--- config.mk ---
export PLATFORM = sky130hd
export DESIGN_NAME = f2d_mul10
export DESIGN_NICKNAME = d
export VERILOG_FILES = /design/src/hw/rtl/f2d_pkg.sv /design/src/hw/rtl/f2d_mul10.sv
export SDC_FILE = /design/constraint.sdc
export NUM_CORES = 1
export LEC_CHECK = 0
export BUFFER_PORTS_ARGS = -buffer_cell sky130_fd_sc_hd__buf_2
export CAP_MARGIN = 20
export CORE_MARGIN = 4
export CORE_UTILIZATION = 51
export DETAILED_ROUTE_END_ITERATION = 10
export GPL_ROUTABILITY_DRIVEN = 0
export PLACE_DENSITY = 0.78
export SYNTH_ARGS = -nofsm -noshare
export SYNTH_HDL_FRONTEND = slang
export SYNTH_SLANG_ARGS = --single-unit
--- constraint.sdc ---
create_clock -name vclk -period 12.9
set_input_delay 1.29 -clock vclk [all_inputs]
set_output_delay 1.29 -clock vclk [all_outputs]
set_load 0.05 [all_outputs]
--- src/hw/rtl/f2d_pkg.sv ---
// Package for the float32 to 96-bit decimal converter.
// Holds widths, limits, the sequencer state type and the step result type.
package f2d_pkg;
	localparam int MaxScaleDef = 28;
	localparam int ScaleW      = 5;
	localparam int ExpW        = 9;
	localparam int DblMw       = 53;
	localparam int FltMw       = 24;
	localparam int MagW        = 96;
	localparam int NumW        = 26;
	localparam int StopExp     = 21;
	localparam int EfLow       = 34;
	localparam int EfHigh      = 222;
	localparam int ExpBias     = 127;

	typedef enum logic [4:0] {
		ST_IDLE  = 5'b00001,
		ST_MUL   = 5'b00010,
		ST_ROUND = 5'b00100,
		ST_STRIP = 5'b01000,
		ST_DONE  = 5'b10000
	} state_t;

	typedef struct packed {
		logic [DblMw-1:0] mant;
		logic [2:0]       einc;
	} step_t;
endpackage

--- src/hw/rtl/f2d_mul10.sv ---
// Shared multiply-by-ten unit on a 53-bit double mantissa, round to nearest even.
// Depends on f2d_pkg.
module f2d_mul10 (
	input  logic [f2d_pkg::DblMw-1:0] mant,
	output f2d_pkg::step_t            res
);
	import f2d_pkg::*;

	logic [DblMw+3:0] prod;
	logic [DblMw-1:0] kept;
	logic             guard;
	logic             sticky;
	logic             up;
	logic [DblMw:0]   sum;
	logic [2:0]       einc;

	always_comb begin
		prod = {1'b0, mant, 3'b000} + {3'b000, mant, 1'b0};
		if (prod[DblMw+3]) begin
			kept   = prod[DblMw+3:4];
			guard  = prod[3];
			sticky = |prod[2:0];
			einc   = 3'd4;
		end else begin
			kept   = prod[DblMw+2:3];
			guard  = prod[2];
			sticky = |prod[1:0];
			einc   = 3'd3;
		end
		up  = guard & (sticky | kept[0]);
		sum = {1'b0, kept} + {{DblMw{1'b0}}, up};
		if (sum[DblMw]) begin
			res.mant = sum[DblMw:1];
			res.einc = einc + 3'd1;
		end else begin
			res.mant = sum[DblMw-1:0];
			res.einc = einc;
		end
	end
endmodule

=== Yosys cells after proc, flatten, opt, wreduce, memory -nomap -nowiden ===
Cells that the tools add are included.

* Register bits after elaboration: 0
* Bits of input ports: 53
* Output and inout port bits: 56
* Word-level logic and storage cells: 12

* Add/sub/neg operators: 3
* Multiplexer cells: 5
* Bitwise gates (word level): 2
* Reduce and logical (&&, ||, !) cells: 2

{| class="wikitable"
|+ Operator list
! kind !! count
|-
| adder 56 x 54 -> 57 bit || 1
|-
| 2-to-1 mux 56 bit || 1
|-
| adder 53 x 1 -> 54 bit || 1
|-
| 2-to-1 mux 53 bit || 1
|-
| adder 3 x 1 -> 3 bit (second input constant) || 1
|-
| 2-to-1 mux 3 bit || 1
|-
| OR reduction 3 bit || 1
|-
| 2-to-1 mux 1 bit || 2
|-
| OR reduction 2 bit || 1
|-
| bitwise AND 1 bit || 1
|-
| OR 1 bit || 1
|}

=== Longest topological paths before layout ===
* Depth in word-level cells: 7
* Gate-level depth with buffers: 28
* Mapped depth without buffers: 20

=== Worst setup path before layout ===
Ideal clock, no wire load.

* Path kind: in2out
* Start point: input port mant[4] (netlist name)
* End point: output port res[41] (netlist name)
* Arrival time: 8630 ps
* Setup slack: 2980 ps
* Cell stages on the path: 26
* Path buffers: 6
* Cell sequence: ha_1 > a21oi_1 > o21ai_4 > a211oi_2 > o22ai_2 > or3_1 > buf_6 > inv_6 > clkbuf_1 > clkbuf_1 > clkbuf_1 > clkbuf_1 > buf_1 > nor2_1 > nor2_1 > ha_1 > inv_1 > or4_1 > a2111oi_1 > mux2i_1 > or4_4 > nor4_4 > and2_1 > o2111ai_1 > mux2i_1 > a211oi_1

{| class="wikitable"
|+ RTL lines
! element !! RTL line !! source
|-
| start, declared || f2d_mul10.sv:4 || <nowiki>input logic [f2d_pkg::DblMw-1:0] mant,</nowiki>
|-
| end, declared || f2d_mul10.sv:5 || <nowiki>output f2d_pkg::step_t res</nowiki>
|}

==> flow_metrics.env <==
export IMPL_status="finished, final reports clean"
export IMPL_area_growth_pct=6.407
export IMPL_grt_setup_unrepaired="no"
export IMPL_grt_usage=0.2609
export IMPL_seq_cell_count=0
export IMPL_wl_met1_um=10660
export IMPL_drt_total_wl_um=22360
export IMPL_fin_crit_sh=0.7379
export IMPL_chipHeight_um=125.7
export IMPL_dr_pass1_iters=7
export IMPL_vdd_ir_drop_max_mv=0.03604
export IMPL_setup_violations=0
export IMPL_drtIter0Drc=1176
export IMPL_startpoint_type="input port"
export IMPL_hold_ws_ns=3.224
export IMPL_synth_top_family_by_area="compound AO/OA/AOI/OAI gates"
export IMPL_drive_above_1_share=0.1661
export IMPL_end_kind="output port"
export IMPL_cts_resized=0
export IMPL_seqCellArea_um2=0
export IMPL_place_ws_ns=3.458
export IMPL_rows=42
export IMPL_mostFrequentLayoutCells="143 x nand2_1, 113 x a21oi_1, 109 x buf_2"
export IMPL_max_freq_ghz=0.1051
export IMPL_crit_required_ns=11.61
export IMPL_leakage_nw=2.909
export IMPL_synth_avg_cell_area_um2=6.534
export IMPL_hold_violations=0
export IMPL_viasPerCell=6.521
export IMPL_die_w_um=125.7
export IMPL_slew_viol_final=0
export IMPL_detail_route_wl_per_cell_um=17.01
export IMPL_synthSimpleGateAreaFrac=0.3545
export IMPL_antenna_cells=0
export IMPL_grt_max_degree=82
export IMPL_final_cells=1314
export IMPL_ys_types=109
export IMPL_overflow=0
export IMPL_setup_tns_ns=0
export IMPL_ctsHoldBuffers=0
export IMPL_crit_start="mant[1]"
export IMPL_dp_hpwl_um=18340
export IMPL_highest_layer="met4"
export IMPL_portBuffers=109
export IMPL_nets=1248
export IMPL_synthAdderAreaFrac=0.09841
export IMPL_antenna_found_initial=0
export IMPL_syn_instance_count=1082
export IMPL_max_slew_margin=0.3029
export IMPL_drv_cap=0
export IMPL_pin_count=109
export IMPL_worst_slew_pin_slew_ns=1.019
export IMPL_yosys_warnings=0
export IMPL_grt_pass1_wl_um=36540
export IMPL_layout_commonest_cell="nand2_1"
export IMPL_holdCritStartpoint="mant[51]"
export IMPL_cp_arrival_ns=8.23
export IMPL_dp_cells=1314
export IMPL_drc_errors=0
export IMPL_setup_slack_ns=3.382
export IMPL_route_met2_wl_um=9130
export IMPL_synth_xor_area_frac=0.1051
export IMPL_vias=8569
export IMPL_hold_class="in2out"
export IMPL_ys_seq_area_frac=0
export IMPL_die_area_um2=15810
export IMPL_ant_nets=0
export IMPL_synth_area_um2=7069
export IMPL_crit_type="in2out"
export IMPL_initial_utilization=0.5275
export IMPL_synth_compound_area_frac=0.3575
export IMPL_cp_max_fo=81
export IMPL_first_global_vias=7343
export IMPL_syn_num_nets=1190
export IMPL_n_clock_buffer=0
export IMPL_powerDensity_nw_per_um2=86.64
export IMPL_muxShareOfSynthArea=0.02407
export IMPL_cts_setup_buffers=0
export IMPL_core_area_um2=13400
export IMPL_wl_met3_um=2287
export IMPL_period_minus_slack_ns=9.518
final timing paths:
check | endpoint | slack, ns | cells past startpoint
max | res[12] | 3.38 | 23
min | res[54] | 3.22 | 5
kinds of logic (layout without fill, tap and decap cells):
kind of cell,Yosys count,in the layout
AOI/OAI and AO/OA,377,377
xor gates and xnor gates,84,84
adders and majority gates,55,55
buffers and inverters,78,134
muxes,16,16
and+or+nand+nor,472,472
synthesized netlist by cell type (all sizes together) (34+ instances only):
cell type,n,area [um^2]
a21oi,118,616.8
buf,34,203.9
ha,54,675.7
nand2,144,548.0
nand3,34,187.7
nand4,37,259.0
nor2,100,375.4
nor3,47,250.2
o21ai,87,450.4
xnor2,46,402.9
xor2,38,340.3
worst max-delay path, stage by stage:
cell and delay [ns]:
buf_2 0.15, ha_1 0.33, a211oi_2 0.37, o21ai_4 0.15
a211oi_2 0.38, o22ai_2 0.12, or3_2 0.42, buf_4 0.37
inv_6 0.52, nand2_1 0.18, a21boi_0 0.23, ha_1 0.22
inv_1 0.07, or4_1 0.57, a2111oi_1 0.40, mux2i_1 0.27
or4_4 0.59, nor4_4 0.38, and4bb_4 0.34, nand4_4 0.12
nand2_4 0.28, a21bo_1 0.24, buf_2 0.20
metrics by stage:
step / util / total power [mW] / cell area [um^2]
3_3_place_gp: 0.5613 / 0.6308 / 7522
2_1_floorplan: - / 0.5022 / 7069
6_report: 0.5613 / 0.6517 / 7522
3_5_place_dp: 0.5613 / 0.6369 / 7522
4_1_cts: 0.5613 / 0.6390 / 7522
5_1_grt: 0.5613 / 0.7001 / 7522
layout make-up:
type,instances,area [um^2]
multi-input cells,1004,6650
well taps,176,220.2
inverters,23,91.34
repair buffers,111,560.5
fillers,1356,5878
where the power goes:
group	total [mW]	switching (mW)	internal (mW)	leakage (nW)
Clock	0	0	0	0
Sequential	0	0	0	0
Combinational	0.652	0.464	0.187	2.91
per-layer routing:
| metal | vias to the layer above | GRT usage |
|---|---|---|
| li1 | 4225 | - |
| met1 | 3847 | 0.4158 |
| met5 | - | 0 |
| met2 | 468 | 0.3874 |
| met3 | 29 | 0.02329 |
| met4 | 0 | 0.03091 |
Note: power is estimated with default switching activity, not from simulation.
